### src/rtl/domq_pkg.sv
// domq_pkg: shared types and constants of the deadline-ordered message queue
// no dependencies
`default_nettype none
package domq_pkg;
  localparam int TimeW = 48;
  localparam logic [TimeW-1:0] TimeMax = {TimeW{1'b1}};

  localparam logic [2:0] FuncPost     = 3'd0;
  localparam logic [2:0] FuncDebounce = 3'd1;
  localparam logic [2:0] FuncRemove   = 3'd2;
  localparam logic [2:0] FuncContains = 3'd3;
  localparam logic [2:0] FuncTick     = 3'd4;

  localparam logic [1:0] KindDispatch = 2'd0;
  localparam logic [1:0] KindRemove   = 2'd1;
  localparam logic [1:0] KindContains = 2'd2;
  localparam logic [1:0] KindPostAck  = 2'd3;

  // one stored message
  typedef struct packed {
    logic [TimeW-1:0] deadline;
    logic [15:0]      target;
    logic [15:0]      mtype;
    logic [31:0]      handle;
  } entry_t;

  // one result word
  typedef struct packed {
    logic        last;
    logic        queue_full;
    logic        became_head;
    logic        found;
    logic [4:0]  removed_count;
    logic [31:0] out_handle;
    logic [15:0] out_type;
    logic [15:0] out_target;
    logic [1:0]  result_kind;
  } result_t;
endpackage
`default_nettype wire

### src/rtl/deadline_ordered_message_queue_core.sv
// deadline_ordered_message_queue_core: sorted timer queue over one entry memory
// remove/contains scan all n stored entries; post scans the p entries ahead of the
// slot and moves the m entries behind it up, with no move when the table is full;
// debounce first removes every entry of the same target and type; tick dispatches
// due messages from the head, then moves the rest down; one word in flight at a time
// reset: asynchronous active low; clock is 1 and the table empty after reset
`default_nettype none
module deadline_ordered_message_queue_core
  import domq_pkg::*;
#(
  parameter int QUEUE_DEPTH = 16
) (
  input  wire logic         clk_i,
  input  wire logic         rst_ni,
  input  wire logic         s_axis_tvalid,
  output logic              s_axis_tready,
  // tdata: target_id, msg_type, match_any_type, delay_ms, message_handle, elapsed_ms
  input  wire logic [119:0] s_axis_tdata,
  // tuser: func
  input  wire logic [2:0]   s_axis_tuser,
  output logic              m_axis_tvalid,
  input  wire logic         m_axis_tready,
  // tdata: out_target, out_type, out_handle, removed_count, found, became_head, queue_full
  output logic [71:0]       m_axis_tdata,
  // tuser: result_kind
  output logic [1:0]        m_axis_tuser,
  output logic              m_axis_tlast
);
  localparam int AddrW = $clog2(QUEUE_DEPTH);
  localparam int CntW  = $clog2(QUEUE_DEPTH + 1);

  localparam logic [2:0] SIdle = 3'd0;
  localparam logic [2:0] SRead = 3'd1;
  localparam logic [2:0] SEval = 3'd2;
  localparam logic [2:0] SIns  = 3'd3;
  localparam logic [2:0] SShW  = 3'd4;
  localparam logic [2:0] SComp = 3'd5;

  // operations of the scan loop
  localparam logic [1:0] OpMatch = 2'd0;
  localparam logic [1:0] OpFind  = 2'd1;
  localparam logic [1:0] OpTick  = 2'd2;

  logic [2:0]       state_q, state_d;
  logic [1:0]       op_q, op_d;
  logic [2:0]       func_q, func_d;
  logic [15:0]      tgt_q, tgt_d, typ_q, typ_d;
  logic             any_q, any_d;
  logic [31:0]      hnd_q, hnd_d;
  logic [TimeW-1:0] clock_q, clock_d, dl_q, dl_d;
  logic [CntW-1:0]  count_q, count_d, idx_q, idx_d, wr_q, wr_d, rem_q, rem_d;
  logic             found_q, found_d;
  entry_t           carry_q, carry_d;
  logic             ovalid_q, ovalid_d;
  result_t          ores_q, ores_d;
  logic             pend_q, pend_d;

  logic             we;
  logic [AddrW-1:0] waddr, raddr;
  entry_t           wdata, rdata;

  domq_mem #(.Depth(QUEUE_DEPTH), .AddrW(AddrW)) u_mem (
    .clk_i(clk_i), .we_i(we), .waddr_i(waddr), .wdata_i(wdata),
    .raddr_i(raddr), .rdata_o(rdata)
  );

  logic [TimeW:0] dl_sum, clk_sum;
  assign dl_sum  = {1'b0, clock_q} + {17'd0, s_axis_tdata[64:33]};
  assign clk_sum = {1'b0, clock_q} + {33'd0, s_axis_tdata[112:97]};

  logic match;
  assign match = (rdata.target == tgt_q) &&
                 (any_q || (rdata.mtype == typ_q));

  assign s_axis_tready = (state_q == SIdle) && !ovalid_q;
  assign m_axis_tvalid = ovalid_q;
  assign m_axis_tuser  = ores_q.result_kind;
  assign m_axis_tlast  = ores_q.last;
  assign m_axis_tdata  = {ores_q.queue_full, ores_q.became_head, ores_q.found,
                          ores_q.removed_count, ores_q.out_handle,
                          ores_q.out_type, ores_q.out_target};

  always_comb begin
    state_d = state_q; op_d = op_q; func_d = func_q; tgt_d = tgt_q; typ_d = typ_q;
    any_d = any_q; hnd_d = hnd_q; clock_d = clock_q; dl_d = dl_q;
    count_d = count_q; idx_d = idx_q; wr_d = wr_q; rem_d = rem_q;
    found_d = found_q; carry_d = carry_q; ovalid_d = ovalid_q; ores_d = ores_q;
    pend_d = pend_q;
    we = 1'b0; waddr = wr_q[AddrW-1:0]; wdata = rdata;
    raddr = idx_q[AddrW-1:0];
    if (ovalid_q && m_axis_tready) ovalid_d = 1'b0;
    case (state_q)
      SIdle: begin
        if (s_axis_tvalid && s_axis_tready) begin
          func_d = s_axis_tuser;
          tgt_d = s_axis_tdata[15:0];
          typ_d = s_axis_tdata[31:16];
          any_d = s_axis_tdata[32];
          hnd_d = s_axis_tdata[96:65];
          dl_d  = dl_sum[TimeW] ? TimeMax : dl_sum[TimeW-1:0];
          idx_d = '0; wr_d = '0; rem_d = '0; found_d = 1'b0;
          case (s_axis_tuser)
            FuncPost: begin op_d = OpFind; state_d = SRead; end
            FuncDebounce: begin
              op_d = OpMatch; any_d = 1'b0; state_d = SRead;
            end
            FuncRemove, FuncContains: begin op_d = OpMatch; state_d = SRead; end
            FuncTick: begin
              clock_d = clk_sum[TimeW] ? TimeMax : clk_sum[TimeW-1:0];
              op_d = OpTick; state_d = SRead;
            end
            default: state_d = SIdle;
          endcase
        end
      end
      SRead: begin
        // raddr = idx_q; data valid next cycle
        state_d = SEval;
      end
      SEval: begin
        case (op_q)
          OpMatch: begin
            if (idx_q >= count_q) begin
              if (func_q == FuncContains) begin
                ores_d = '0; ores_d.result_kind = KindContains;
                ores_d.found = found_q; ores_d.last = 1'b1;
                ovalid_d = 1'b1; state_d = SIdle;
              end else begin
                count_d = wr_q;
                if (func_q == FuncDebounce) begin
                  op_d = OpFind; idx_d = '0; state_d = SRead;
                end else begin
                  ores_d = '0; ores_d.result_kind = KindRemove;
                  ores_d.removed_count = 5'(rem_q); ores_d.last = 1'b1;
                  ovalid_d = 1'b1; state_d = SIdle;
                end
              end
            end else begin
              if (func_q == FuncContains) begin
                found_d = found_q | match;
              end else if (match) begin
                rem_d = rem_q + 1'b1;
              end else begin
                // compact survivors down
                we = 1'b1; wr_d = wr_q + 1'b1;
              end
              idx_d = idx_q + 1'b1; state_d = SRead;
            end
          end
          OpFind: begin
            if (idx_q < count_q && rdata.deadline <= dl_q) begin
              idx_d = idx_q + 1'b1; state_d = SRead;
            end else begin
              state_d = SIns;
            end
          end
          OpTick: begin
            if (pend_q) begin
              // rdata is the entry after the staged one
              ores_d.last = (idx_q >= count_q) || (rdata.deadline > clock_q);
              ovalid_d = 1'b1; pend_d = 1'b0;
            end else if (idx_q >= count_q) begin
              count_d = '0; state_d = SIdle;
            end else if (rdata.deadline <= clock_q) begin
              if (!ovalid_q || m_axis_tready) begin
                ores_d = '0; ores_d.result_kind = KindDispatch;
                ores_d.out_target = rdata.target; ores_d.out_type = rdata.mtype;
                ores_d.out_handle = rdata.handle;
                pend_d = 1'b1; idx_d = idx_q + 1'b1; state_d = SRead;
              end
            end else if (idx_q == '0) begin
              state_d = SIdle;
            end else begin
              wr_d = '0; state_d = SComp;
            end
          end
          default: state_d = SIdle;
        endcase
      end
      SIns: begin
        ores_d = '0; ores_d.result_kind = KindPostAck;
        ores_d.removed_count = 5'(rem_q); ores_d.last = 1'b1;
        if (count_q >= CntW'(QUEUE_DEPTH)) begin
          ores_d.queue_full = 1'b1; ovalid_d = 1'b1; state_d = SIdle;
        end else begin
          ores_d.became_head = (idx_q == '0);
          carry_d = '{deadline: dl_q, target: tgt_q, mtype: typ_q, handle: hnd_q};
          wr_d = idx_q; count_d = count_q + 1'b1; state_d = SShW;
        end
      end
      SShW: begin
        // rdata holds old entry at wr_q; write carry there
        we = 1'b1; wdata = carry_q; carry_d = rdata;
        wr_d = wr_q + 1'b1; raddr = wr_q[AddrW-1:0] + 1'b1;
        if (wr_q + 1'b1 >= count_q) begin
          ovalid_d = 1'b1; state_d = SIdle;
        end
      end
      SComp: begin
        // slide kept entries to the base, one per cycle
        we = 1'b1; wdata = rdata; wr_d = wr_q + 1'b1; idx_d = idx_q + 1'b1;
        raddr = idx_q[AddrW-1:0] + 1'b1;
        if (idx_q + 1'b1 >= count_q) begin
          count_d = wr_q + 1'b1; state_d = SIdle;
        end
      end
      default: state_d = SIdle;
    endcase
  end

  always_ff @(posedge clk_i or negedge rst_ni) begin
    if (!rst_ni) begin
      state_q <= SIdle; op_q <= OpMatch; clock_q <= TimeW'(1);
      count_q <= '0; ovalid_q <= 1'b0; pend_q <= 1'b0;
    end else begin
      state_q <= state_d; op_q <= op_d; clock_q <= clock_d;
      count_q <= count_d; ovalid_q <= ovalid_d; pend_q <= pend_d;
    end
  end

  always_ff @(posedge clk_i) begin
    func_q <= func_d; tgt_q <= tgt_d; typ_q <= typ_d; any_q <= any_d;
    hnd_q <= hnd_d; dl_q <= dl_d; idx_q <= idx_d; wr_q <= wr_d;
    rem_q <= rem_d; found_q <= found_d; carry_q <= carry_d; ores_q <= ores_d;
  end
endmodule
`default_nettype wire

### src/rtl/domq_mem.sv
// domq_mem: entry table, one write port and one registered read port
// depends on domq_pkg
`default_nettype none
module domq_mem
  import domq_pkg::*;
#(
  parameter int Depth = 16,
  parameter int AddrW = 4
) (
  input  wire logic             clk_i,
  input  wire logic             we_i,
  input  wire logic [AddrW-1:0] waddr_i,
  input  wire entry_t           wdata_i,
  input  wire logic [AddrW-1:0] raddr_i,
  output entry_t                rdata_o
);
  entry_t mem_q [Depth];

  always_ff @(posedge clk_i) begin
    if (we_i) mem_q[waddr_i] <= wdata_i;
    rdata_o <= mem_q[raddr_i];
  end
endmodule
`default_nettype wire

### config.mk
export PLATFORM = sky130hd
export DESIGN_NAME = deadline_ordered_message_queue_core
export DESIGN_NICKNAME = d
export VERILOG_FILES = /design/src/rtl/domq_pkg.sv /design/src/rtl/deadline_ordered_message_queue_core.sv /design/src/rtl/domq_mem.sv
export SDC_FILE = /design/constraint.sdc
export NUM_CORES = 2
export LEC_CHECK = 0
export BUFFER_PORTS_ARGS = -buffer_cell sky130_fd_sc_hd__buf_2
export CAP_MARGIN = 20
export CORE_UTILIZATION = 63
export DETAILED_ROUTE_END_ITERATION = 10
export PLACE_DENSITY = 0.8
export SLEW_MARGIN = 25
export SYNTH_ARGS = -nofsm -noshare
export SYNTH_HDL_FRONTEND = slang
export SYNTH_SLANG_ARGS = --single-unit
export TNS_END_PERCENT = 50
### constraint.sdc
create_clock -name clk_i -period 14.2 [get_ports clk_i]
set_clock_uncertainty 0.2 [all_clocks]
set_input_delay 1.42 -clock clk_i [delete_from_list [all_inputs] [get_ports clk_i]]
set_output_delay 1.42 -clock clk_i [all_outputs]
set_load 0.005 [all_outputs]
# ---- After elaboration in Yosys (flattened, before gate mapping)
# Memory sizes are Yosys's and may differ from the RTL's. A register that Yosys moved wholly into a read port is not among the register bits.
# Cells that the tools add are included.
dict set report totals {
  register_bits 379
  ramBits 1792
  inputBits 127
  out_inout_bits 77
  memories 1
}
# memory depth word_bits read_ports rd_ports_with_merged_regs wr line
set memory_table {}
lappend memory_table {u_mem.mem_q 16 112 1 1 1 domq_mem.sv:17} ;# entry_t mem_q [Depth];
dict set report op_classes {
  add_sub_neg 8
  n_lt_le_gt_ge 8
  eq_ne 48
  mux 99
  bitwise 1
  n_reduce_logical 35
}
# op count
set ops {}
lappend ops {{$mux W75} 6}
lappend ops {{$pmux W75 S2} 2}
lappend ops {{$mux W112} 2}
lappend ops {{$pmux W112 S2} 1}
lappend ops {{$mux W5} 27}
lappend ops {{$le A48 B48 Y1} 2}
lappend ops {{$mux W74} 1}
lappend ops {{$add A48 B16 Y49} 1}
lappend ops {{$add A48 B32 Y49} 1}
lappend ops {{$gt A48 B48 Y1} 1}
lappend ops {{$mux W48} 1}
lappend ops {{$pmux W5 S3} 3}
lappend ops {{$ne A3 B3 Y1 const B} 12}
lappend ops {{$eq A16 B16 Y1} 2}
lappend ops {{$mux W3} 10}
lappend ops {{$pmux W5 S2} 3}
lappend ops {{$mux W1} 27}
lappend ops {{$ne A4 B4 Y1 const B} 6}
lappend ops {{$add A5 B1 Y5 const B} 4}
lappend ops {{$pmux W5 S4} 1}
lappend ops {{$ne A2 B2 Y1 const B} 9}
lappend ops {{$pmux W3 S6} 1}
lappend ops {{$reduce_and A8 Y1} 2}
lappend ops {{$eq A3 B2 Y1 const B} 5}
lappend ops {{39 further kinds} 69}

# ---- Logic depth before layout (Yosys ltp)
dict set report logic_depth {
  ltp_word 10
  depth_mapped 15
  ltp_nobuf 11
}

# ---- Modules after synthesis
# From an unflattened synthesis, not the netlist that was laid out.
dict set report unflattened {
  cells_unflattened 5264
  hier_area_um2 91759.3
}
# module instances cells_per_inst area_each_um2
set by_module_without_submodules {}
lappend by_module_without_submodules {domq_mem 1 2864 69180.1}
lappend by_module_without_submodules {deadline_ordered_message_queue_core 1 2400 22579.2}

# ---- Worst setup path after synthesis
# No wires, ideal clock.
dict set report synth_path {
  path_kind {register to register}
  start {reg state_q[2]}
  end {reg carry_q[0] in the netlist's numbering, enable pin}
  setup_time_ns 0.738
  arrival_time_ns 8.909
  path_slack_ns 4.354
  path_stages_with_launch 6
  period_less_slack_ns 9.846
  cell_sequence {dfrtp_1 -> clkbuf_1 -> nor2b_1 -> nand2_1 -> clkbuf_1 -> o21ai_0}
}
dict set report synth_via {
  elab_chain_cells 3
  elab_cells_between_ends 5
}
# element line
set synth_rtl {}
lappend synth_rtl {{start, declared} deadline_ordered_message_queue_core.sv:44} ;# logic [2:0] state_q, state_d;
lappend synth_rtl {{start signal, assigned} deadline_ordered_message_queue_core.sv:213} ;# state_q <= SIdle; op_q <= OpMatch; clock_q <= TimeW'(1);
lappend synth_rtl {{start signal, assigned} deadline_ordered_message_queue_core.sv:216} ;# state_q <= state_d; op_q <= op_d; clock_q <= clock_d;
lappend synth_rtl {{$eq A3 B2 Y1 or $eq A3 B3 Y1 (tied branches)} deadline_ordered_message_queue_core.sv:92} ;# case (state_q)
lappend synth_rtl {{$ne A2 B2 Y1 (no line) or $reduce_bool A2 Y1 (tied branches)} n/a}
lappend synth_rtl {{$reduce_and A2 Y1 (no line) (*)} n/a}
lappend synth_rtl {{end signal, assigned} deadline_ordered_message_queue_core.sv:224} ;# rem_q <= rem_d; found_q <= found_d; carry_q <= carry_d; ores_q <= ores_d;
lappend synth_rtl {{end, declared} deadline_ordered_message_queue_core.sv:53} ;# entry_t carry_q, carry_d;
# Mark *: on every way between the ends. The rest lies on a longest branch, timed or not.
# A chain may end at the register's enable or synchronous reset.

# ---- Final worst setup path
dict set report layout_path {
  start {reg typ_q[1]}
  end {mem u_mem.mem_q[3][72] in the netlist's numbering, enable pin}
}
dict set report layout_via {
  elab_chain_cells 10
}
# element line
set layout_rtl {}
lappend layout_rtl {{start, declared} deadline_ordered_message_queue_core.sv:47} ;# logic [15:0] tgt_q, tgt_d, typ_q, typ_d;
lappend layout_rtl {{start signal, assigned} deadline_ordered_message_queue_core.sv:222} ;# func_q <= func_d; tgt_q <= tgt_d; typ_q <= typ_d; any_q <= any_d;
lappend layout_rtl {{$eq A16 B16 Y1} deadline_ordered_message_queue_core.sv:73} ;# (any_q || (rdata.mtype == typ_q));
lappend layout_rtl {{$logic_or A1 B1 Y1} deadline_ordered_message_queue_core.sv:73}
lappend layout_rtl {{$logic_and A1 B1 Y1} deadline_ordered_message_queue_core.sv:72} ;# assign match = (rdata.target == tgt_q) &&
lappend layout_rtl {{$mux W1} deadline_ordered_message_queue_core.sv:141} ;# end else if (match) begin
lappend layout_rtl {{$mux W1} deadline_ordered_message_queue_core.sv:139} ;# if (func_q == FuncContains) begin
lappend layout_rtl {{$mux W1} deadline_ordered_message_queue_core.sv:123} ;# if (idx_q >= count_q) begin
lappend layout_rtl {{$mux W1} deadline_ordered_message_queue_core.sv:121} ;# case (op_q)
lappend layout_rtl {{$pmux W1 S2} deadline_ordered_message_queue_core.sv:92}
lappend layout_rtl {{$mux W1} domq_mem.sv:20} ;# if (we_i) mem_q[waddr_i] <= wdata_i;
lappend layout_rtl {{$mux W1 (implied by the code)} domq_mem.sv:20}
lappend layout_rtl {{end, declared} domq_mem.sv:17}
# Every way passes these cells.

==> impl_metrics.tcl <==
set metrics [dict create \
    r2r_slack_ns 7.72 \
    rsz0062_at_grt "false" \
    fin_cells 9508 \
    grt_pass1_wl_mm 345 \
    vdd_drop_max_uv 261 \
    netSwitchingFraction_pct 36.8 \
    cp_num_buf_inv 2 \
    ys_seq_area_share_pct 70.5 \
    grt_max_degree 223 \
    dp.cells 9090 \
    multi_input_area_mm2 0.0258 \
    regArea_mm2 0.0671 \
    dieHeight_um 391 \
    p_leak_nw 36.6 \
    seqPwrFrac_pct 40.5 \
    fin_crit_ns 6.48 \
    crit_type "flip-flop to flip-flop" \
    cp-end-kind "flip-flop" \
    grt_pass1_vias 60400 \
    yosys-top-cells-count "edfxtp_1, nand2_1, a211oi_1" \
    dieArea_mm2 0.153 \
    slowest_delay_ns 0.92 \
    initial_core_util_pct 63.5 \
    port_buffers 196 \
    dp_hpwl_mm 119 \
    utilization_pct 70.2 \
    drtIter0Drc 7876 \
    async_reset_ff_share_pct 2.63 \
    pwr-share-clk_pct 25.0 \
    synth_fp_nets 7569 \
    maxSlewHeadroom_pct 24.8 \
    synth-seq-cells 2283 \
    ys.flop_type "edfxtp_1" \
    finalNetCount 7597 \
    cts.reportedPaths.clkPinSlew_ns 0.06 \
    yosysTopAreaCellShare_pct 66.6 \
    die_x_um 391 \
    timing.final.crit_share_pct 45.6 \
    synth_edf_count 2111 \
    synth_area_leaders "edfxtp_1, nand2_1, a211oi_1" \
    grt-ovfl-total 0 \
    hold_viol 0 \
    worst_ep_arrival_time_ns 6.74 \
    cts_resized 0 \
    slew_viol_final 0 \
    synth.avg_cell_area_um2 13.1 \
    cts_tree "yes" \
    worst_pin_slew_ns 1.13 \
    area_delta_synth_final_pct 10.6 \
    via_count 61700 \
    hold_class "flip-flop to flip-flop" \
    syn_inst 7267 \
    drt-pass1-iter-count 8 \
    core_area_mm2 0.150 \
    path_cells "xor2_1 > nor4_1 > a41oi_1 > nor2_1 > o41ai_1 > nor3b_1 > and2_4 > buf_4 > buf_4" \
    drtAntennaViolNets 0 \
    antenna_found_initial 11 \
    startpoint_type "flip-flop" \
    cts_setup_buffers 0 \
    nFillCells 9481 \
    ys_warn_count 0 \
    clock-sinks 2283 \
    core.rowCount 142 \
    crit_family "simple AND/OR/NAND/NOR gates" \
    crit_required_ns 14.46 \
    fin_setup_tns_ns 0 \
    crit_fanout 41 \
    grt_usage_pct 29.7 \
    power_w 0.0240 \
    cts_buffers 216 \
    gp_congestion 0.873 \
    power_frac_comb_pct 34.6 \
    crit_top_cell "buf_4" \
    syn-cell-area_mm2 0.0952 \
    synth_top_area_cell "edfxtp_1" \
    io_pins 204 \
    critPathSlowestCell "buf_4" \
    drive_above_1_share_pct 9.36 \
    root_buffer "clkbuf_16" \
    drt_wl_total_mm 230 \
    clock.fmax_mhz 154 \
    finalSetupViolations 0 \
    clock_latency_ns 0.86 \
    clock_path_buffers 3 \
    power_density_mw_per_mm2 228 \
    route.detailed.drc 0 \
    maxCapViolCount 0 \
    wl_per_cell_um 24.2 \
    internal_power_w 0.0152 \
    status "completed" \
    ctsHoldBuffers 0 \
    power_switching_w 0.00882 \
    viasPerCell 6.49 \
    synth_most_common_cell "edfxtp_1" \
    htreeDepth 4 \
    synth_cell_types 84 \
]
## state kept, by name, indices dropped and copies added, names as in the netlist, 16 cells and up
name	count
tgt_q	16
u_mem.mem_q	1792
hnd_q	32
clock_q	48
m_axis_tdata	72
dl_q	48
u_mem.rdata_o	112
typ_q	16
carry_q	112
## cell families (layout without fill, tap and decap cells)
group	Yosys count	after routing	share of synthesized area [%]
simple gates	2416	2416	11.5
mux	26	26	0.298
compound gates	1677	1677	12.1
fa+ha+maj	175	175	2.32
xor+xnor	80	80	0.736
other cells	0	1	0
buf+inv	610	834	2.52
flops	2283	2283	70.5
## power groups by stage
stage / sequential (W) / combinational, W / clock [W]
after CTS: 0.00968 / 0.00815 / 0.00600
after detailed placement: 0.00981 / 0.00803 / 0
after global placement: 0.00979 / 0.00769 / 0
after global routing: 0.00974 / 0.00907 / 0.00627
after floorplan: 0.00965 / 0.00593 / 0
final: 0.00970 / 0.00829 / 0.00598
## final cells by class
cell class / count / share of cell area (%)
well taps: 2016 / 2.40
clock buffers: 302 / 5.84
clock inverters: 112 / 1.27
diodes: 1 / 0.00238
flip-flops and latches: 2283 / 63.8
inverters: 133 / 0.474
repair buffers: 287 / 1.74
multi-input cells: 4374 / 24.5
## through the flow
step	area [um^2]	worst slack (ns)	hold slack, ns
after global placement	97700	8.09	0.305
after detailed placement	97700	7.96	0.303
after CTS	105000	7.94	0.316
after floorplan	95200	4.35	0.291
final	105000	7.72	0.320
after global routing	105000	7.68	0.343
## layout by cell type, fill, tap and decap left out, types with 46 or more instances in the layout
cell	Yosys	final
ha_1	173	172
nor2_1	73	72
a21oi_1	351	350
dfrtp_1	59	59
nand2_1	1592	1591
buf_4	3	77
a31oi_1	250	250
a211oi_1	565	565
edfxtp_1	2111	2111
and3_1	80	80
inv_1	133	133
nand3_1	46	46
clkbuf_16	0	219
dfxtp_1	112	112
xor2_1	52	52
and2_1	481	464
clkbuf_1	420	48
buf_2	23	196
o21ai_0	111	108
a311oi_1	226	226
## worst paths after layout
path	start	to	cells past startpoint
setup / recovery	typ_q[1]	u_mem.mem_q[3][72]	9
hold / removal	hnd_q[30]	carry_q[30]	2
setup reg to reg	typ_q[1]	u_mem.mem_q[3][72]	9
hold reg to reg	hnd_q[30]	carry_q[30]	2
max in group asynchronous	rst_ni	state_q[0]	2
min in group asynchronous	rst_ni	clock_q[29]	2
## per-layer routing
metal	GRT usage (%)	vias up	share of wire (%)
li1	-	27300	-
met1	38.3	30300	37
met2	50.2	3399	49
met3	4.48	635	9.5
met4	13.0	2	4.0
met5	0	-	0.0057
## worst reg2reg max path: stages, from the launching register on
cell and delay [ns]:
edfxtp_1 0.44, xor2_1 0.37, nor4_1 0.12, a41oi_1 0.61, nor2_1 0.34, o41ai_1 0.89
nor3b_1 0.51, and2_4 0.78, buf_4 0.85, buf_4 0.96
No activity file was read; power rests on OpenSTA's default activity.
